==> src/rtl/mecanum_joystick_command_mixer_defines.svh <==
// ----------------------------------------------------------------------------
// Mecanum joystick command mixer assertion macros
// Shared concurrent assertion forms for the mixer RTL.
// ----------------------------------------------------------------------------
`ifndef MECANUM_JOYSTICK_COMMAND_MIXER_DEFINES_SVH
`define MECANUM_JOYSTICK_COMMAND_MIXER_DEFINES_SVH

// same-cycle implication
`define MJCM_ASSERT_IMPL(label, clk, rst, ante, cons) \
   label: assert property (@(posedge clk) disable iff (rst) (ante) |-> (cons)) \
      else $error("mjcm check failed");

// next-cycle implication
`define MJCM_ASSERT_NEXT(label, clk, rst, ante, cons) \
   label: assert property (@(posedge clk) disable iff (rst) (ante) |=> (cons)) \
      else $error("mjcm check failed");

`endif

==> src/rtl/mjcm_pkg.sv <==
// ----------------------------------------------------------------------------
// Mecanum joystick command mixer package
// Payload and config types, control codes, constants and lookup tables.
// ----------------------------------------------------------------------------
package mjcm_pkg;

   localparam int TIME_W          = 32;
   localparam int CSR_INDEX_W     = 3;
   localparam int CSR_DATA_W      = 16;

   localparam int TILT_LOW        = 20;
   localparam int TILT_CENTER     = 80;
   localparam int TILT_HIGH       = 95;
   localparam int PAN_MAX         = 180;
   localparam int RANGE_PERIOD_MS = 100;

   localparam int AXIS_FULL       = 100;
   localparam int AXIS_RAW_DIV    = 128;
   localparam int STICK_OFFSET    = 128;
   localparam int PAN_DIV         = 255;
   localparam int TILT_POS_DIV    = 127;
   localparam int TILT_NEG_DIV    = 128;
   localparam int CMD_LIMIT       = 100;
   localparam int RANGE_BYTE_MAX  = 255;

   // shared multiplier and divide-by-100 reciprocal
   localparam int MUL_A_W         = 15;
   localparam int MUL_B_W         = 13;
   localparam int PROD_W          = MUL_A_W + MUL_B_W;
   localparam int PCT_DIV         = 100;
   localparam int DIV100_SHIFT    = 19;
   localparam logic [MUL_B_W-1:0] DIV100_RECIP =
      MUL_B_W'(((2 ** DIV100_SHIFT) + PCT_DIV - 1) / PCT_DIV);
   localparam int QUOT_W          = PROD_W - DIV100_SHIFT;
   localparam int SUM_W           = 10;

   typedef enum logic [CSR_INDEX_W-1:0] {
      CSR_JOY_DEADZONE  = 3'd0,
      CSR_TURN_RATE     = 3'd1,
      CSR_NEAR_THRESH   = 3'd2,
      CSR_LINK_TIMEOUT  = 3'd3,
      CSR_TICK_MS       = 3'd4,
      CSR_FORWARD_COMP  = 3'd5,
      CSR_STRAFE_COMP   = 3'd6,
      CSR_TILT_DEADZONE = 3'd7
   } csr_index_type;

   typedef enum logic [1:0] {
      MODE_STOP       = 2'd0,
      MODE_SPIN_LEFT  = 2'd1,
      MODE_SPIN_RIGHT = 2'd2,
      MODE_MECANUM    = 2'd3
   } drive_mode_type;

   typedef enum logic [1:0] {
      MUL_NONE,
      MUL_TY_FC,
      MUL_RECIP,
      MUL_AX_SC
   } mul_op_type;

   typedef enum logic [2:0] {
      ST_IDLE,
      ST_MUL_A,
      ST_MUL_B,
      ST_MUL_C,
      ST_MUL_D,
      ST_FINISH
   } state_type;

   typedef struct packed {
      logic              capture;
      mul_op_type        mul_op;
      logic              adjust_x;
      logic              load_out;
   } ctrl_cmd_type;

   typedef struct packed {
      logic [6:0]  joy_deadzone;
      logic [6:0]  turn_rate;
      logic [15:0] near_threshold_cm;
      logic [15:0] link_timeout_ms;
      logic [9:0]  tick_ms;
      logic [6:0]  forward_comp_pct;
      logic [6:0]  strafe_comp_pct;
      logic [6:0]  tilt_deadzone;
   } cfg_type;

   localparam cfg_type CFG_RESET = '{
      joy_deadzone:      7'd10,
      turn_rate:         7'd60,
      near_threshold_cm: 16'd15,
      link_timeout_ms:   16'd500,
      tick_ms:           10'd20,
      forward_comp_pct:  7'd16,
      strafe_comp_pct:   7'd6,
      tilt_deadzone:     7'd8
   };

   typedef struct packed {
      logic               frame_arrived;
      logic signed [7:0]  joy_x;
      logic signed [7:0]  joy_y;
      logic               spin_left_button;
      logic               spin_right_button;
      logic signed [7:0]  pan_stick;
      logic signed [7:0]  tilt_stick;
      logic [15:0]        range_cm;
      logic               range_failed;
   } req_type;

   typedef struct packed {
      drive_mode_type     drive_mode;
      logic signed [7:0]  drive_x;
      logic signed [7:0]  drive_y;
      logic [6:0]         drive_speed;
      logic               servo_update;
      logic [7:0]         pan_angle;
      logic [7:0]         tilt_angle;
      logic               range_report;
      logic [7:0]         range_byte;
      logic               near_alarm;
      logic               link_online;
   } rsp_type;

   typedef logic [255:0][7:0] lut8_type;

   function automatic int raw_to_int(int code);
      return (code < 128) ? code : code - 256;
   endfunction

   // axis scale to -100..99, truncating toward zero
   function automatic lut8_type build_scale_lut();
      lut8_type t;
      int       r;
      for (int i = 0; i < 256; i++) begin
         r = (raw_to_int(i) * AXIS_FULL) / AXIS_RAW_DIV;
         if (r > CMD_LIMIT) r = CMD_LIMIT;
         if (r < -CMD_LIMIT) r = -CMD_LIMIT;
         t[i] = 8'(r);
      end
      return t;
   endfunction

   function automatic lut8_type build_pan_lut();
      lut8_type t;
      int       r;
      for (int i = 0; i < 256; i++) begin
         r = ((raw_to_int(i) + STICK_OFFSET) * PAN_MAX) / PAN_DIV;
         if (r < 0) r = 0;
         if (r > PAN_MAX) r = PAN_MAX;
         t[i] = 8'(r);
      end
      return t;
   endfunction

   // center-anchored tilt, center clamped low first then high
   function automatic lut8_type build_tilt_lut();
      lut8_type t;
      int       c;
      int       v;
      int       r;
      c = TILT_CENTER;
      if (c < TILT_LOW) c = TILT_LOW;
      if (c > TILT_HIGH) c = TILT_HIGH;
      for (int i = 0; i < 256; i++) begin
         v = raw_to_int(i);
         if (v >= 0) r = c + (v * (TILT_HIGH - c)) / TILT_POS_DIV;
         else r = c + (v * (c - TILT_LOW)) / TILT_NEG_DIV;
         if (r < TILT_LOW) r = TILT_LOW;
         if (r > TILT_HIGH) r = TILT_HIGH;
         t[i] = 8'(r);
      end
      return t;
   endfunction

   localparam lut8_type SCALE_LUT = build_scale_lut();
   localparam lut8_type PAN_LUT   = build_pan_lut();
   localparam lut8_type TILT_LUT  = build_tilt_lut();

endpackage

==> src/rtl/mjcm_csr.sv <==
// ----------------------------------------------------------------------------
// Mixer configuration registers
// Holds the eight tuning registers, written through the csr channel.
// ----------------------------------------------------------------------------
module mjcm_csr import mjcm_pkg::*; (
   input  logic                   clock,
   input  logic                   reset,
   input  logic                   csr_valid,
   output logic                   csr_ready,
   input  logic [CSR_INDEX_W-1:0] csr_index,
   input  logic [CSR_DATA_W-1:0]  csr_data,
   output cfg_type                cfg
);

   cfg_type       cfg_ff;
   cfg_type       cfg_in;
   csr_index_type index;

   assign csr_ready = 1'b1;
   assign index     = csr_index_type'(csr_index);
   assign cfg       = cfg_ff;

   always_comb begin
      cfg_in = cfg_ff;
      if (csr_valid) begin
         case (index)
            CSR_JOY_DEADZONE:  cfg_in.joy_deadzone      = csr_data[6:0];
            CSR_TURN_RATE:     cfg_in.turn_rate         = csr_data[6:0];
            CSR_NEAR_THRESH:   cfg_in.near_threshold_cm = csr_data;
            CSR_LINK_TIMEOUT:  cfg_in.link_timeout_ms   = csr_data;
            CSR_TICK_MS:       cfg_in.tick_ms           = csr_data[9:0];
            CSR_FORWARD_COMP:  cfg_in.forward_comp_pct  = csr_data[6:0];
            CSR_STRAFE_COMP:   cfg_in.strafe_comp_pct   = csr_data[6:0];
            CSR_TILT_DEADZONE: cfg_in.tilt_deadzone     = csr_data[6:0];
            default:           cfg_in = cfg_ff;
         endcase
      end
   end

   always_ff @(posedge clock) begin
      if (reset) begin
         cfg_ff <= CFG_RESET;
      end else begin
         cfg_ff <= cfg_in;
      end
   end

endmodule

==> src/rtl/mjcm_ctrl.sv <==
// ----------------------------------------------------------------------------
// Mixer controller
// Sequences capture, the four multiplier passes and the result load.
// ----------------------------------------------------------------------------
`include "mecanum_joystick_command_mixer_defines.svh"

module mjcm_ctrl import mjcm_pkg::*; (
   input  logic         clock,
   input  logic         reset,
   input  logic         req_valid,
   output logic         req_ready,
   output logic         rsp_valid,
   input  logic         rsp_ready,
   output ctrl_cmd_type cmd
);

   state_type state_ff;
   state_type state_in;
   logic      rsp_valid_ff;
   logic      rsp_valid_in;
   logic      slot_free;

   assign slot_free = !rsp_valid_ff || rsp_ready;
   assign req_ready = (state_ff == ST_IDLE);
   assign rsp_valid = rsp_valid_ff;

   always_comb begin
      state_in = state_ff;
      case (state_ff)
         ST_IDLE:   if (req_valid) state_in = ST_MUL_A;
         ST_MUL_A:  state_in = ST_MUL_B;
         ST_MUL_B:  state_in = ST_MUL_C;
         ST_MUL_C:  state_in = ST_MUL_D;
         ST_MUL_D:  state_in = ST_FINISH;
         ST_FINISH: if (slot_free) state_in = ST_IDLE;
         default:   state_in = ST_IDLE;
      endcase
   end

   always_comb begin
      cmd = '{capture: 1'b0, mul_op: MUL_NONE, adjust_x: 1'b0, load_out: 1'b0};
      case (state_ff)
         ST_IDLE:   cmd.capture = req_valid;
         ST_MUL_A:  cmd.mul_op = MUL_TY_FC;
         ST_MUL_B:  cmd.mul_op = MUL_RECIP;
         ST_MUL_C: begin
            cmd.mul_op   = MUL_AX_SC;
            cmd.adjust_x = 1'b1;
         end
         ST_MUL_D:  cmd.mul_op = MUL_RECIP;
         ST_FINISH: cmd.load_out = slot_free;
         default:   cmd.capture = 1'b0;
      endcase
   end

   always_comb begin
      rsp_valid_in = rsp_valid_ff;
      if (cmd.load_out) begin
         rsp_valid_in = 1'b1;
      end else if (rsp_ready) begin
         rsp_valid_in = 1'b0;
      end
   end

   always_ff @(posedge clock) begin
      if (reset) begin
         state_ff     <= ST_IDLE;
         rsp_valid_ff <= 1'b0;
      end else begin
         state_ff     <= state_in;
         rsp_valid_ff <= rsp_valid_in;
      end
   end

   `MJCM_ASSERT_NEXT(a_accept_starts_mul, clock, reset, req_valid && req_ready, state_ff == ST_MUL_A)
   `MJCM_ASSERT_NEXT(a_accept_blocks_next, clock, reset, req_valid && req_ready, !req_ready)
   `MJCM_ASSERT_NEXT(a_finish_holds, clock, reset, (state_ff == ST_FINISH) && rsp_valid_ff && !rsp_ready, state_ff == ST_FINISH)

endmodule

==> src/rtl/mjcm_datapath.sv <==
// ----------------------------------------------------------------------------
// Mixer datapath
// Link and range timekeeping, drive mixing over a shared multiplier,
// servo lookups and the result register.
// ----------------------------------------------------------------------------
`include "mecanum_joystick_command_mixer_defines.svh"

module mjcm_datapath import mjcm_pkg::*; (
   input  logic         clock,
   input  logic         reset,
   input  ctrl_cmd_type cmd,
   input  cfg_type      cfg,
   input  req_type      req_data,
   output rsp_type      rsp_data
);

   localparam logic signed [SUM_W-1:0] CMD_HI = SUM_W'(CMD_LIMIT);
   localparam logic signed [SUM_W-1:0] CMD_LO = -SUM_W'(CMD_LIMIT);

   function automatic logic signed [7:0] apply_deadzone(logic signed [7:0] v,
                                                        logic [6:0] dz);
      logic signed [8:0] v9;
      logic signed [8:0] d9;
      v9 = {v[7], v};
      d9 = {2'b00, dz};
      if (v9 > -d9 && v9 < d9) return 8'sd0;
      return v;
   endfunction

   function automatic logic signed [7:0] clamp_cmd(logic signed [SUM_W-1:0] v);
      if (v > CMD_HI) return CMD_HI[7:0];
      if (v < CMD_LO) return CMD_LO[7:0];
      return v[7:0];
   endfunction

   // timekeeping state
   logic [TIME_W-1:0] elapsed_ff, elapsed_in;
   logic [TIME_W-1:0] last_frame_ff, last_frame_in;
   logic [TIME_W-1:0] last_range_ff, last_range_in;
   logic              frame_seen_ff, frame_seen_in;
   logic              alarm_ff, alarm_in;

   // per-item work registers
   drive_mode_type          mode_ff, mode_in;
   logic [6:0]              speed_ff, speed_in;
   logic                    online_ff, online_in;
   logic [7:0]              pan_ff, pan_in;
   logic [7:0]              tilt_ff, tilt_in;
   logic                    report_ff, report_in;
   logic [7:0]              rbyte_ff, rbyte_in;
   logic signed [SUM_W-1:0] tx_ff, tx_in;
   logic signed [SUM_W-1:0] ty_ff, ty_in;
   logic [PROD_W-1:0]       prod_ff, prod_in;
   rsp_type                 rsp_data_ff, rsp_in;

   logic [TIME_W-1:0]       link_age;
   logic [TIME_W-1:0]       range_age;
   logic                    report_due;
   logic                    spin_l;
   logic                    spin_r;
   logic [7:0]              joy_x_idx;
   logic [7:0]              joy_y_idx;
   logic [7:0]              pan_idx;
   logic [7:0]              tilt_idx;
   logic signed [7:0]       tx_dz;
   logic signed [7:0]       ty_dz;
   logic [MUL_A_W-1:0]      mul_a;
   logic [MUL_B_W-1:0]      mul_b;
   logic [QUOT_W-1:0]       quot;
   logic signed [SUM_W-1:0] tx_adj;
   logic signed [SUM_W-1:0] ty_fin;
   logic [SUM_W-1:0]        ax;

   assign joy_x_idx = req_data.joy_x;
   assign joy_y_idx = req_data.joy_y;
   assign pan_idx   = req_data.pan_stick;
   assign tilt_idx  = apply_deadzone(req_data.tilt_stick, cfg.tilt_deadzone);

   always_comb begin
      frame_seen_in = frame_seen_ff | req_data.frame_arrived;
      last_frame_in = req_data.frame_arrived ? elapsed_ff : last_frame_ff;
      link_age      = elapsed_ff - last_frame_in;
      online_in     = frame_seen_in && (link_age < TIME_W'(cfg.link_timeout_ms));
      range_age     = elapsed_ff - last_range_ff;
      report_due    = (range_age >= TIME_W'(RANGE_PERIOD_MS));
      elapsed_in    = elapsed_ff + TIME_W'(cfg.tick_ms);

      spin_l = req_data.spin_left_button && !req_data.spin_right_button;
      spin_r = req_data.spin_right_button && !req_data.spin_left_button;
      if (!online_in) begin
         mode_in = MODE_STOP;
      end else if (spin_l) begin
         mode_in = MODE_SPIN_LEFT;
      end else if (spin_r) begin
         mode_in = MODE_SPIN_RIGHT;
      end else begin
         mode_in = MODE_MECANUM;
      end
      speed_in = (mode_in == MODE_SPIN_LEFT || mode_in == MODE_SPIN_RIGHT) ?
                 cfg.turn_rate : 7'd0;

      tx_dz = apply_deadzone(SCALE_LUT[joy_x_idx], cfg.joy_deadzone);
      ty_dz = apply_deadzone(SCALE_LUT[joy_y_idx], cfg.joy_deadzone);
      if (mode_in == MODE_MECANUM) begin
         tx_in = {{(SUM_W-8){tx_dz[7]}}, tx_dz};
         ty_in = {{(SUM_W-8){ty_dz[7]}}, ty_dz};
      end else begin
         tx_in = '0;
         ty_in = '0;
      end

      pan_in  = online_in ? PAN_LUT[pan_idx] : 8'd0;
      tilt_in = online_in ? TILT_LUT[tilt_idx] : 8'd0;

      report_in     = report_due;
      last_range_in = report_due ? elapsed_ff : last_range_ff;
      if (!report_due) begin
         rbyte_in = 8'd0;
         alarm_in = alarm_ff;
      end else if (req_data.range_failed) begin
         rbyte_in = 8'd0;
         alarm_in = 1'b0;
      end else begin
         rbyte_in = (req_data.range_cm > 16'(RANGE_BYTE_MAX)) ?
                    8'(RANGE_BYTE_MAX) : req_data.range_cm[7:0];
         alarm_in = (req_data.range_cm < cfg.near_threshold_cm);
      end
   end

   // shared multiplier; quotient by 100 via reciprocal
   assign quot   = prod_ff[PROD_W-1:DIV100_SHIFT];
   assign tx_adj = tx_ff + $signed({1'b0, quot});
   assign ty_fin = ty_ff + $signed({1'b0, quot});
   assign ax     = tx_adj[SUM_W-1] ? SUM_W'(-tx_adj) : SUM_W'(tx_adj);

   always_comb begin
      case (cmd.mul_op)
         MUL_TY_FC: begin
            mul_a = (ty_ff > 0) ? MUL_A_W'(ty_ff) : '0;
            mul_b = MUL_B_W'(cfg.forward_comp_pct);
         end
         MUL_RECIP: begin
            mul_a = prod_ff[MUL_A_W-1:0];
            mul_b = DIV100_RECIP;
         end
         MUL_AX_SC: begin
            mul_a = MUL_A_W'(ax);
            mul_b = MUL_B_W'(cfg.strafe_comp_pct);
         end
         default: begin
            mul_a = '0;
            mul_b = '0;
         end
      endcase
      prod_in = PROD_W'(mul_a) * PROD_W'(mul_b);
   end

   always_comb begin
      rsp_in.drive_mode   = mode_ff;
      rsp_in.drive_x      = clamp_cmd(tx_ff);
      rsp_in.drive_y      = clamp_cmd(ty_fin);
      rsp_in.drive_speed  = speed_ff;
      rsp_in.servo_update = online_ff;
      rsp_in.pan_angle    = pan_ff;
      rsp_in.tilt_angle   = tilt_ff;
      rsp_in.range_report = report_ff;
      rsp_in.range_byte   = rbyte_ff;
      rsp_in.near_alarm   = alarm_ff;
      rsp_in.link_online  = online_ff;
   end

   always_ff @(posedge clock) begin
      if (reset) begin
         elapsed_ff    <= '0;
         last_frame_ff <= '0;
         last_range_ff <= '0;
         frame_seen_ff <= 1'b0;
         alarm_ff      <= 1'b0;
      end else if (cmd.capture) begin
         elapsed_ff    <= elapsed_in;
         last_frame_ff <= last_frame_in;
         last_range_ff <= last_range_in;
         frame_seen_ff <= frame_seen_in;
         alarm_ff      <= alarm_in;
      end
   end

   always_ff @(posedge clock) begin
      if (cmd.capture) begin
         mode_ff   <= mode_in;
         speed_ff  <= speed_in;
         online_ff <= online_in;
         pan_ff    <= pan_in;
         tilt_ff   <= tilt_in;
         report_ff <= report_in;
         rbyte_ff  <= rbyte_in;
         tx_ff     <= tx_in;
         ty_ff     <= ty_in;
      end else if (cmd.adjust_x) begin
         tx_ff <= tx_adj;
      end
      // hold the last quotient while the result waits for the output slot
      if (cmd.mul_op != MUL_NONE) begin
         prod_ff <= prod_in;
      end
      if (cmd.load_out) begin
         rsp_data_ff <= rsp_in;
      end
   end

   assign rsp_data = rsp_data_ff;

   `MJCM_ASSERT_NEXT(a_no_motion_off_mecanum, clock, reset, cmd.load_out && (mode_ff != MODE_MECANUM), rsp_data_ff.drive_x == 8'sd0 && rsp_data_ff.drive_y == 8'sd0)
   `MJCM_ASSERT_NEXT(a_offline_servo_zero, clock, reset, cmd.load_out && !online_ff, rsp_data_ff.pan_angle == 8'd0 && rsp_data_ff.tilt_angle == 8'd0 && rsp_data_ff.drive_mode == MODE_STOP)
   `MJCM_ASSERT_IMPL(a_no_speed_in_mecanum, clock, reset, cmd.load_out && (mode_ff == MODE_MECANUM), speed_ff == 7'd0)

endmodule

==> src/rtl/mecanum_joystick_command_mixer.sv <==
// ----------------------------------------------------------------------------
// Mecanum joystick command mixer
// Each item goes from transfer in to result in the output register through
// a capture step, four passes through the single shared 15x13 multiplier
// (forward compensation, its divide by 100, strafe compensation, its divide
// by 100) and a load step that waits until the output slot is free. A new
// item is taken the cycle after the load, even while the previous result
// still waits on rsp_ready. Configuration writes are taken every cycle.
// ----------------------------------------------------------------------------
module mecanum_joystick_command_mixer import mjcm_pkg::*; (
   input  logic                   clock,
   input  logic                   reset,
   input  logic                   req_valid,
   output logic                   req_ready,
   input  req_type                req_data,
   output logic                   rsp_valid,
   input  logic                   rsp_ready,
   output rsp_type                rsp_data,
   input  logic                   csr_valid,
   output logic                   csr_ready,
   input  logic [CSR_INDEX_W-1:0] csr_index,
   input  logic [CSR_DATA_W-1:0]  csr_data
);

   cfg_type      cfg;
   ctrl_cmd_type cmd;

   mjcm_csr u_csr (
      .clock     (clock),
      .reset     (reset),
      .csr_valid (csr_valid),
      .csr_ready (csr_ready),
      .csr_index (csr_index),
      .csr_data  (csr_data),
      .cfg       (cfg)
   );

   mjcm_ctrl u_ctrl (
      .clock     (clock),
      .reset     (reset),
      .req_valid (req_valid),
      .req_ready (req_ready),
      .rsp_valid (rsp_valid),
      .rsp_ready (rsp_ready),
      .cmd       (cmd)
   );

   mjcm_datapath u_datapath (
      .clock    (clock),
      .reset    (reset),
      .cmd      (cmd),
      .cfg      (cfg),
      .req_data (req_data),
      .rsp_data (rsp_data)
   );

endmodule
==> config.mk <==
export PLATFORM = sky130hd
export DESIGN_NAME = mecanum_joystick_command_mixer
export DESIGN_NICKNAME = d
export VERILOG_FILES = /design/src/rtl/mjcm_pkg.sv /design/src/rtl/mjcm_csr.sv /design/src/rtl/mjcm_ctrl.sv /design/src/rtl/mjcm_datapath.sv /design/src/rtl/mecanum_joystick_command_mixer.sv
export VERILOG_INCLUDE_DIRS = /design/src /design/src/rtl
export SDC_FILE = /design/constraint.sdc
export NUM_CORES = 1
export LEC_CHECK = 0
export ABC_AREA = 1
export BUFFER_PORTS_ARGS = -buffer_cell sky130_fd_sc_hd__buf_2
export CELL_PAD_IN_SITES_DETAIL_PLACEMENT = 0
export CELL_PAD_IN_SITES_GLOBAL_PLACEMENT = 1
export CORE_AREA = 3 3 207 362
export CTS_BUF_LIST = sky130_fd_sc_hd__clkbuf_2 sky130_fd_sc_hd__clkbuf_4 sky130_fd_sc_hd__clkbuf_8
export DETAILED_ROUTE_END_ITERATION = 6
export DIE_AREA = 0 0 210 365
export PLACE_DENSITY_LB_ADDON = 0.12
export SLEW_MARGIN = 20
export SYNTH_ARGS = -nofsm -noshare
export SYNTH_HDL_FRONTEND = slang
export SYNTH_SLANG_ARGS = --single-unit
==> constraint.sdc <==
create_clock -name clock -period 12.2 [get_ports clock]
set_clock_uncertainty 0.1 [all_clocks]
set_input_delay 2.44 -clock clock [delete_from_list [all_inputs] [get_ports clock]]
set_output_delay 2.44 -clock clock [all_outputs]
set_load 0.1 [all_outputs]
== Yosys cells after proc, flatten, opt, wreduce, memory -nomap -nowiden ==
Memories as Yosys holds them, arrays and structs flattened. A register that Yosys moved wholly into a read port is not among the register bits.
Cells that the tools add are included.
Storage, ports and cells
  flip-flop bits (word level): 296
  ROM bits: 8192
  bits of input ports: 76
  output and inout port bits: 56
  word-level logic and storage cells: 162
  memories: 4
Cells by class
  add/sub/neg operators: 8
  multipliers: 1
  $lt $le $gt $ge: 17
  equality and inequality tests: 20
  mux-type cells: 47
  bitwise operators: 2
  reduce and logical (&&, ||, !) cells: 30
Memory list
  (no name shown): words 256, bits a word 8, rd ports 1, clocked after memory_dff 1, write ports 0, RTL line mjcm_datapath.sv:112  | pan_in = online_in ? PAN_LUT[pan_idx] : 8'd0;
  (no name shown): words 256, bits a word 8, rd ports 1, clocked after memory_dff 0, write ports 0, RTL line mjcm_datapath.sv:103  | ty_dz = apply_deadzone(SCALE_LUT[joy_y_idx], cfg.joy_deadzone);
  (no name shown): words 256, bits a word 8, rd ports 1, clocked after memory_dff 1, write ports 0, RTL line mjcm_datapath.sv:113  | tilt_in = online_in ? TILT_LUT[tilt_idx] : 8'd0;
  (no name shown): words 256, bits a word 8, rd ports 1, clocked after memory_dff 0, write ports 0, RTL line mjcm_datapath.sv:102  | tx_dz = apply_deadzone(SCALE_LUT[joy_x_idx], cfg.joy_deadzone);
Operators by type and width (count)
  2-to-1 mux 8 bit: 17
  subtractor 32 bit: 2
  case mux 15 bit (3 select lines): 1
  2-to-1 mux 10 bit: 4
  case mux 13 bit (3 select lines): 1
  adder 32 x 10 -> 32 bit: 1
  >= comparator 32 x 7 -> 1 bit (second input constant): 1
  less-than comparator 32 x 16 -> 1 bit: 1
  2-to-1 mux 32 bit: 1
  multiplier 15 x 13 -> 28 bit: 1
  greater-than comparator 8 x 9 -> 1 bit: 3
  less-than comparator 8 bit: 3
  greater-than comparator 10 x 8 -> 1 bit (second input constant): 2
  less-than comparator 10 x 8 -> 1 bit (second input constant): 2
  AND reduction 2 bit: 10
  == test 3 bit (second input constant): 6
  less-than comparator 8 x 9 -> 1 bit (second input constant): 2
  negation 7 -> 9 bit: 2
  case mux 3 bit (6 select lines): 1
  greater-than comparator 16 x 8 -> 1 bit (second input constant): 1
  less-than comparator 16 bit: 1
  2-to-1 mux 1 bit: 16
  2-to-1 mux 15 bit: 1
  == test 3 x 2 -> 1 bit (second input constant): 4
  other kinds (20): 41

== Longest topological paths before layout ==
Gate-level depths: netlist (run 1).
  depth after elaboration: 8
  mapped depth: 38
  depth with buffers taken out: 38

== Cells and area by module ==
A second synthesis (run 1) with hierarchy kept.
Unflattened totals
  cells, all modules: 4314
  area, all modules: 29283.1 um2
By module, submodules not included
  mjcm_datapath: instances 1, cells each 3846, area each 25992.4 um2, sequential area each 5775.5 um2
  mjcm_csr: instances 1, cells each 431, area each 3055.4 um2, sequential area each 1541.5 um2
  mjcm_ctrl: instances 1, cells each 37, area each 235.2 um2, sequential area each 80.1 um2

== Least setup slack after synthesis (run 1) ==
OpenSTA, ideal clock, no wires.
  kind: input-to-reg
  start point: input port rsp_ready
  end point: register u_datapath.rsp_data_ff (netlist bit u_datapath.rsp_data[10]), enable pin
  library setup time: 586 ps
  arrival time: 7335 ps
  required time: 11514 ps
  slack: 4179 ps
  stages on the path: 2
  buffers on the path: 0
  path through: nor2_1 -> nor4_1
RTL lines
  from (decl): RTL line mecanum_joystick_command_mixer.sv:17  | input logic rsp_ready,
  to (signal assigned): RTL line mjcm_datapath.sv:207  | rsp_data_ff <= rsp_in;
  to (decl): RTL line mjcm_datapath.sv:54  | rsp_type rsp_data_ff, rsp_in;

== Final worst setup path (run 1) ==
  start point: register u_datapath.tx_ff[8]
  end point: register u_datapath.prod_ff[26] (data pin)
Between the ends
  word-level cells in the longest chain between the ends: 5
Ends and longest elaborated chain
  from (decl): RTL line mjcm_datapath.sv:51  | logic signed [SUM_W-1:0] tx_ff, tx_in;
  from (signal assigned): RTL line mjcm_datapath.sv:197  | tx_ff <= tx_in;
  from (signal assigned): RTL line mjcm_datapath.sv:200  | tx_ff <= tx_adj;
  adder 10 bit *: RTL line mjcm_datapath.sv:132  | assign tx_adj = tx_ff + $signed({1'b0, quot});
  negation 10 bit: RTL line mjcm_datapath.sv:134  | assign ax = tx_adj[SUM_W-1] ? SUM_W'(-tx_adj) : SUM_W'(tx_adj);
  2-to-1 mux 10 bit *: RTL line mjcm_datapath.sv:134
  case mux 15 bit (3 select lines) *: RTL line mjcm_datapath.sv:137  | case (cmd.mul_op)
  multiplier 15 x 13 -> 28 bit *: RTL line mjcm_datapath.sv:155  | prod_in = PROD_W'(mul_a) * PROD_W'(mul_b);
  net u_datapath.prod_in[26]: RTL line mjcm_datapath.sv:53  | logic [PROD_W-1:0] prod_ff, prod_in;
  to (signal assigned): RTL line mjcm_datapath.sv:204  | prod_ff <= prod_in;
  to (decl): RTL line mjcm_datapath.sv:53
Mark *: on every way through the listed nets, which the timed path passes. The rest lies on a longest branch.
A chain may end at the register's enable or synchronous reset.

==> results of run 1 <==
==> final timing paths <==
| check | from | endpoint | cells after the start |
|---|---|---|---|
| worst max-delay path | u_datapath.tx_ff[8]$_DFFE_PP_ | u_datapath.prod_ff[26]$_DFFE_PP_ | 25 |
| worst min-delay path | u_datapath.speed_ff[4]$_SDFFCE_PN0P_ | u_datapath.rsp_data[32]$_DFFE_PP_ | 0 |
| worst max register to register | u_datapath.tx_ff[8]$_DFFE_PP_ | u_datapath.prod_ff[26]$_DFFE_PP_ | 25 |
| worst min register to register | u_datapath.speed_ff[4]$_SDFFCE_PN0P_ | u_datapath.rsp_data[32]$_DFFE_PP_ | 0 |
==> cells in the final DEF, fill, tap and decap left out, types with 8 or more instances in the layout <==
master	synthesis	final
fa_1	89	89
a31oi_1	20	20
a21oi_1	342	342
clkinv_1	8	10
buf_4	4	13
o21a_1	8	8
o21ai_0	290	290
nor3_1	53	53
o31ai_1	11	11
o211ai_1	43	43
nand4_1	44	44
nor2_1	496	494
clkbuf_4	0	12
buf_2	10	129
nand3_1	197	196
xor2_1	72	72
a21oi_2	14	14
o22ai_1	23	23
o21bai_1	14	14
clkbuf_8	0	66
inv_2	9	10
xnor2_1	16	16
nand2_1	884	884
edfxtp_1	127	127
ha_1	309	309
inv_1	718	716
dfxtp_1	179	179
==> worst reg2reg max path, stage by stage, from the launching register on <==
cell	delay (ns)
edfxtp_1	0.42
ha_1	0.38
inv_1	0.07
nor4_1	0.38
nand3_1	0.11
nand4_1	0.11
xor2_1	0.74
nand2_1	0.14
o21ai_0	0.31
o21ai_0	0.36
and2_1	0.27
fa_1	0.52
fa_1	0.46
fa_1	0.49
inv_1	0.05
fa_1	0.46
fa_1	0.61
inv_1	0.06
ha_1	0.35
a21oi_1	0.16
nand2_1	0.11
a21oi_1	0.17
o21ai_0	0.17
a21boi_0	0.39
o21ai_0	0.17
xor2_1	0.16
==> per-stage QoR <==
step | hold WS, ns | instance area [um^2] | cells | total power, mW
final | 0.317 | 31500 | 5261 | 5.40
after global routing | 0.320 | 31500 | 5258 | 5.91
after CTS | 0.316 | 31500 | 5257 | 5.46
after detailed placement | 0.305 | 30300 | 5163 | 4.36
after global placement | 0.302 | 30300 | 5163 | 4.35
after floorplan | 0.300 | 28800 | 4208 | 3.53
==> final cells by class <==
class | instances | area, um^2 | share of cell area, %
Antenna cell | 4 | 10.0 | 0.0318
Clock buffer | 78 | 998 | 3.17
Clock inverter | 16 | 175 | 0.557
Inverter | 735 | 2760 | 8.78
Multi-Input combinational cell | 3048 | 18200 | 57.8
Sequential cell | 306 | 7400 | 23.5
Tap cell | 931 | 1160 | 3.70
Timing Repair Buffer | 143 | 763 | 2.43
==> Yosys cell counts, types with 7 or more instances <==
cell type  instances
nand2_1          884
inv_1            718
nor2_1           496
a21oi_1          342
ha_1             309
o21ai_0          290
nand3_1          197
dfxtp_1          179
edfxtp_1         127
clkbuf_1          91
fa_1              89
xor2_1            72
nor3_1            53
nand4_1           44
o211ai_1          43
o22ai_1           23
a31oi_1           20
xnor2_1           16
a21oi_2           14
o21bai_1          14
buf_1             11
o31ai_1           11
buf_2             10
inv_2              9
clkinv_1           8
nor4_1             8
o21a_1             8
a211oi_1           7
a221oi_1           7
nand3b_1           7
==> metal layers <==
layer / up-vias / GRT usage, % / share of wire [%]
met1: 12700 / 26.5 / 39
met2: 569 / 47.1 / 54
met5: - / 0 / 0.0097
met3: 169 / 2.44 / 3.6
met4: 2 / 8.75 / 3.8
li1: 13900 / - / -
==> flip-flops by register name, indices dropped and copies added (netlist names), 2 cells and up <==
| signal | count |
|---|---|
| u_datapath.ty_ff | 8 |
| u_datapath.elapsed_ff | 32 |
| u_datapath.rsp_data | 51 |
| u_datapath.last_range_ff | 32 |
| u_datapath.tx_ff | 10 |
| u_ctrl.state_ff | 3 |
| u_datapath.tilt_ff | 7 |
| u_datapath.prod_ff | 24 |
| u_datapath.pan_ff | 8 |
| u_csr.cfg | 77 |
| u_datapath.mode_ff | 2 |
| u_datapath.last_frame_ff | 32 |
| u_datapath.rbyte_ff | 8 |
| u_datapath.speed_ff | 7 |
==> cells by family after synthesis <==
logic type	count (synthesis)	share of synthesized area, %
other cells	2	0.0261
compound gates	840	16.5
buf+inv	854	11.3
xor+xnor	88	2.68
simple gates	1715	24.3
fa+ha+maj	398	19.6
flops	306	25.7
==> power by group <==
| group | internal [mW] | switching, mW | total [mW] |
|---|---|---|---|
| Sequential | 1.28 | 0.104 | 1.39 |
| Clock | 0.589 | 0.476 | 1.06 |
| Combinational | 0.947 | 2.00 | 2.95 |
==> impl_results.md, run 1 <==
* Final #Nets at 4760
* Clock-pin slew on the worst setup and hold paths at 0.07 ns
* Wire per inst at ~18 um
* First-pass GRT wire length at about 150000 um
* Top delay family on crit path: adder cells
* Initial antenna violation count at 4
* TritonCTS Sinks at 306
* Fill count at 7858
* Die area at 76700 um^2
* Slew @ Worst Pin at 1.02 ns
* Latest clock arrival within the worst-skew pair at 0.67 ns
* Async set or reset register ratio after synthesis at 0%
* Cell taking the most area after synthesis: ha_1
* Rel. slew slack at 31.7%
* GP Congestion at 0.908
* Synth cell types at 63
* WP buf/inv at 3
* Crit Path Max Fanout at 13
* Number of synthesis warnings at 0
* Area grow syn2layout at 9.23%
* P per Cell Area at 172 nW/um^2
* Critical Path Sink Type: flip-flop
* Worst Path Required at 12.51 ns
* Synth area leaders: ha_1 (13%), edfxtp_1 (13%), dfxtp_1 (12%), nand2_1 (12%), inv_1 (9.4%)
* Syn Area/Cell at 6.85 um^2
* Die height at 365 um
* Arrival time worst endpoint at 8.26 ns
* Synthesized area at 28800 um^2
* # hold bufs at CTS at 0
* DRC at 0
* R2r setup slk at roughly 4.2 ns
* MaxCap Viol Count at 0
* EDFF count, synth at ~130
* Final setup violating endpoints at 0
* Slowest cell on the critical path: xor2_1
* Postcts setup bufs at 0
* Post-cts repair resize count at 0
* Drt first pass iters at 5
* Post-synth top flop: dfxtp_1
* Yosys reg bits at 306
* Port Buffer Count at 129
* Setup CP Type: reg2reg
* Register area share after synthesis at 25.7%
* 1st-iter DRT viols at 1567
* Final Slew Violations at 0
* Setup TNS at 0 ns
* Tcrit/Tclk final at 65.2%
* Detailed Route WL at 93000 um
* Peak supply drop at 0.0785 mV
* TritonCTS clock tree: yes
* Vias at roughly 27000
* DIE WIDTH at 210 um
* Vias in the first global route at 27500
* Leak at ~16 nW
* H-tree depth at 2
* Post-DP HPWL at 74400 um
* Core area at approximately 73000 um^2
* CTS Root Cell: clkbuf_8
* Initial Util at between 30 and 40%
* Final hold vios at 0
* Share of the synthesized area in the top cell type at 13.4%
* Total track usage at approximately a quarter
* Layout Utilization at between 40% and 50%
* Layout cell share with drive strength beyond 1 at 6.50%
* Largest net degree at the start of global routing at 128
* Final WS setup at around 4.2 ns
* CTS Buf Count at 52
* Outcome: finished, final reports clean
* CP startpoint kind: flip-flop
* Grt ovf at 0
* Number of I/O pins at 132
* FP Rows at ~130
* Cell repeated most along the worst path: fa_1
* Worst slack, placed at 4.27 ns
* Fmax at around 0.13 GHz
* Tmin final at approximately 8 ns
* Hold crit path type: reg2reg
* Synth Instances at approximately 4200
* Via density at around 5.2
* CP peak stage delay at 0.74 ns
* RSZ-0062 raised after global routing: no
* Antenna-violating nets left at 0
* Clock Tree Buf Depth at 3
Power figures use the tool's default switching activity.
==> run 2, diff against run 1 <==
--- a/config.mk
+++ b/config.mk
@@ -6,14 +6,14 @@
 export SDC_FILE = /design/constraint.sdc
 export NUM_CORES = 1
 export LEC_CHECK = 0
-export ABC_AREA = 1
+export ABC_AREA = 0
 export BUFFER_PORTS_ARGS = -buffer_cell sky130_fd_sc_hd__buf_2
 export CELL_PAD_IN_SITES_DETAIL_PLACEMENT = 0
 export CELL_PAD_IN_SITES_GLOBAL_PLACEMENT = 1
-export CORE_AREA = 3 3 207 362
+export CORE_AREA = 3 3 206 359
 export CTS_BUF_LIST = sky130_fd_sc_hd__clkbuf_2 sky130_fd_sc_hd__clkbuf_4 sky130_fd_sc_hd__clkbuf_8
 export DETAILED_ROUTE_END_ITERATION = 6
-export DIE_AREA = 0 0 210 365
+export DIE_AREA = 0 0 209 362
 export PLACE_DENSITY_LB_ADDON = 0.12
 export SLEW_MARGIN = 20
 export SYNTH_ARGS = -nofsm -noshare
==> constraint.sdc (replaced) <==
create_clock -name clock -period 6.62 [get_ports clock]
set_clock_uncertainty 0.1 [all_clocks]
set_input_delay 1.324 -clock clock [delete_from_list [all_inputs] [get_ports clock]]
set_output_delay 1.324 -clock clock [all_outputs]
set_load 0.1 [all_outputs]
==> run 2 against run 1 <==
Net effect: the run now ends with setup timing left; fmax is 4.8% higher; utilization is 3.9 points higher; critical path depth is 11 higher; combinational power is 57% higher; global-route usage is 0.84 points lower; via count is 5.3% lower; design area is 6.7% higher; largest cell class unchanged; largest power group unchanged.
==> impl_results.md, run 2 <==
* Port Buffer Count at 129 (unchanged)
* Die area at 75700 um^2 (-1.3%)
* Register area share after synthesis at 26.1% (+0.42 points)
* Initial Util at 39.9% (+0.24 points)
* Synth cell count leaders: inv_1 (344), nand2_1 (338), ha_1 (309), a21oi_1 (296), nor2_1 (282)
* Hold path cells at 0 (unchanged)
* CP peak stage delay at 0.55 ns (-0.19 ns)
* Layout cell share with drive strength beyond 1 at 18.6% (+12 points)
* # hold bufs at CTS at 0 (unchanged)
* Setup CP Type: reg2reg
* Core area at 71000 um^2 (-2.2%)
* Worst Hold Endpoint: u_datapath.rsp_data[7]$_DFFE_PP_
* Post-synth top flop: dfxtp_1
* Worst Path Required at 6.92 ns (-5.59 ns)
* Number of I/O pins at 132 (unchanged)
* Slowest cell on the critical path: fa_1
* Crit Path Max Fanout at 6 (-7)
* Largest net degree at the start of global routing at 164 (+28%)
* XOR/XNOR share of the synthesized area at 3.61% (+0.94 points)
* Synth cell types at 93 (+48%)
* R2r setup slk at -0.97 ns (-5.22 ns)
* Fmax at 0.132 GHz (+4.8%)
* Crit Reg-Reg Endpoint: u_datapath.prod_ff[26]$_DFFE_PP_
* Slew @ Worst Pin at 1.07 ns (+0.0497 ns)
* Synthesized area at 28300 um^2 (-1.6%)
* Final setup violating endpoints at 15 (+15)
* Number of synthesis warnings at 0 (unchanged)
* DRC at 0 (unchanged)
* Synth Instances at 3450 (-18%)
* Commonest non-fill, non-tap cell in the layout: nand2_1
* Hold Startpoint: u_datapath.rbyte_ff[5]$_SDFFCE_PP0P_
* EDFF count, synth at 127 (unchanged)
* Share of the synthesized area in the top cell type at 13.6% (+0.22 points)
* RSZ-0062 raised after global routing: yes
* Final WS setup at -0.967 ns (-5.22 ns)
* Placed Cells at 4582 (-11%)
* Initial antenna violation count at 3 (-1)
* Antenna-violating nets left at 0 (unchanged)
* Grt ovf at 0 (unchanged)
* Post-synthesis adder-cell area fraction at 19.9% (+0.32 points)
* Critical Path Sink Type: flip-flop
* P per Cell Area at 262 nW/um^2 (+53%)
* Die height at 362 um (-0.82%)
* WP buf/inv at 7 (+4)
* Fill count at 7075 (-10%)
* Async set or reset register ratio after synthesis at 0% (unchanged)
* Vias in the first global route at 26300 (-4.1%)
* Tcrit/Tclk final at 115% (+49 points)
* 1st-iter DRT viols at 1377 (-12%)
* H-tree depth at 2 (unchanged)
* Worst slack, placed at -1.07 ns (-5.34 ns)
* Post-synthesis mux area share at 4.15% (+4.1 points)
* FF-to-FF path depth at 36 (+44%)
* Final #Nets at 4228 (-11%)
* Synth area leaders: ha_1 (14%), edfxtp_1 (13%), dfxtp_1 (13%), fa_1 (6.3%), a21oi_1 (5.2%)
* Commonest non-fill, non-tap cells in the layout: nand2_1 (334), inv_1 (323), buf_4 (291), ha_1 (289), a21oi_1 (283)
* Reg area at 7400 um^2 (unchanged)
* CTS Root Cell: clkbuf_8
* Worst r2r src: u_datapath.tx_ff[1]$_DFFE_PP_
* Max FFs per register at 77 (unchanged)
* Compound-Gate Fraction of Synth Area at 21.4% (+4.9 points)
* Drt first pass iters at 7 (+2)
* Detailed Route WL at 90200 um (-3.0%)
* Simple-gate area share of the yosys netlist at 17.6% (-6.7 points)
* Syn Area/Cell at 8.22 um^2 (+20%)
* Arrival time worst endpoint at 7.89 ns (-0.37 ns)
* TritonCTS Sinks at 306 (unchanged)
* TritonCTS clock tree: yes
* Count leader, synth: inv_1
* Tmin final at 7.59 ns (-0.363 ns)
* First-pass GRT wire length at 142000 um (-3.3%)
* Rel. slew slack at 28.4% (-3.3 points)
* Wire per inst at 19.1 um (+8.2%)
* CP startpoint kind: flip-flop
* Latest clock arrival within the worst-skew pair at 0.66 ns (about the same)
* Largest family of logic cells by synthesized area: compound AO/OA/AOI/OAI gates
* Yosys reg bits at 306 (unchanged)
* Post-DP HPWL at 69900 um (-6.1%)
* Peak supply drop at 0.161 mV (+110%)
* Hold crit path type: reg2reg
* GP Congestion at 0.879 (-3.2%)
* DIE WIDTH at 209 um (-0.48%)
* Multi-input gate area at 19600 um^2 (+7.7%)
* Final Slew Violations at 0 (unchanged)
* Layout Utilization at 47.3% (+3.9 points)
* Outcome: finished, violations left
* Clock Tree Buf Depth at 3 (unchanged)
* Cell taking the most area after synthesis: ha_1
* Vias at 25900 (-5.3%)
* Post-route insts no fill at 4715 (-10%)
* Leak at 15.0 nW (-6.3%)
* Area grow syn2layout at 18.4%
* Total track usage at 23.2% (-0.84 points)
* Post-layout power at 8.79 mW (+63%)
* Clock-pin slew on the worst setup and hold paths at 0.07 ns (about the same)
* Via density at 5.48 (+5.7%)
* MaxCap Viol Count at 0 (unchanged)
* Failing checks: setup timing
* FP Rows at 129 (-1.5%)
* Final hold vios at 0 (unchanged)
* CTS Buf Count at 50 (-3.8%)
* Top delay family on crit path: compound AO/OA/AOI/OAI gates
run 2: cell count changes after synthesis, moves of 45 or more:
cell | before | now
a211oi_1 | 7 | 63
a21o_1 | 6 | 78
a21oi_1 | 342 | 296
clkbuf_1 | 91 | 160
inv_1 | 718 | 344
mux2i_1 | 0 | 80
nand2_1 | 884 | 338
nand2b_1 | 0 | 52
nand3_1 | 197 | 85
nor2_1 | 496 | 282
nor2b_1 | 0 | 57
o21ai_0 | 290 | 180
xnor2_1 | 16 | 61
run 2: cell type report:
| cell class | instances | area share (%) |
|---|---|---|
| multi-input cells | 2614 | 58.4 |
| flip-flops and latches | 306 | 22.0 |
| repair buffers | 434 | 9.00 |
| inverters | 348 | 3.91 |
| well taps | 917 | 3.42 |
| clock buffers | 71 | 2.63 |
| clock inverters | 23 | 0.563 |
| diodes | 2 | 0.0149 |
run 2: worst max-delay path by stage:
stage	start	endpoint	cells after the start
finish	u_datapath.tx_ff[1]$_DFFE_PP_	u_datapath.prod_ff[26]$_DFFE_PP_	36
CTS	u_datapath.prod_ff[19]$_DFFE_PP_	u_datapath.prod_ff[27]$_DFFE_PP_	36
detailed placement	u_datapath.prod_ff[20]$_DFFE_PP_	u_datapath.prod_ff[27]$_DFFE_PP_	34
floorplan	u_datapath.tx_ff[1]$_DFFE_PP_	u_datapath.prod_ff[27]$_DFFE_PP_	34
global route	u_datapath.prod_ff[20]$_DFFE_PP_	u_datapath.prod_ff[27]$_DFFE_PP_	35
global placement	u_datapath.tx_ff[1]$_DFFE_PP_	u_datapath.prod_ff[27]$_DFFE_PP_	34
run 2: metrics by stage:
| stage | TNS [ns] | hold WS [ns] | cell area [um^2] |
|---|---|---|---|
| 2_1_floorplan | -2.67 | 0.300 | 28600 |
| 3_3_place_gp | -17.57 | 0.301 | 31700 |
| 3_5_place_dp | -17.81 | 0.305 | 31700 |
| 4_1_cts | -11.09 | 0.315 | 33200 |
| 5_1_grt | -14.07 | 0.323 | 33600 |
| 6_report | -9.52 | 0.315 | 33600 |
run 2: kinds of logic (layout without fill, tap and decap cells):
group,count (synthesis),after routing
AOI/OAI and AO/OA,939,939
xor gates and xnor gates,117,117
adders and majority gates,398,398
buffers and inverters,535,876
DFF,306,306
muxes,100,100
other,2,9
and+or+nand+nor,1053,1053
run 2: report_power, final:
| part | internal [mW] | total, mW | leakage, nW | switching, mW |
|---|---|---|---|---|
| logic | 2.13 | 4.63 | 11.8 | 2.50 |
| registers | 2.21 | 2.33 | 2.65 | 0.124 |
| clock network | 0.981 | 1.83 | 0.563 | 0.852 |
run 2: what timing repair did:
item | CTS | global route
gates resized for setup | 55 | 49
setup buffers | 26 | 16
setup endpoints to repair | 15 | 36
pin swaps | 57 | 52
run 2: routing by layer:
metal  global-route usage, %  part of all wire, %
met1                    24.7                   37
met2                    45.2                   54
met3                    2.38                  3.2
met4                    11.0                  5.1
met5                       0                    0
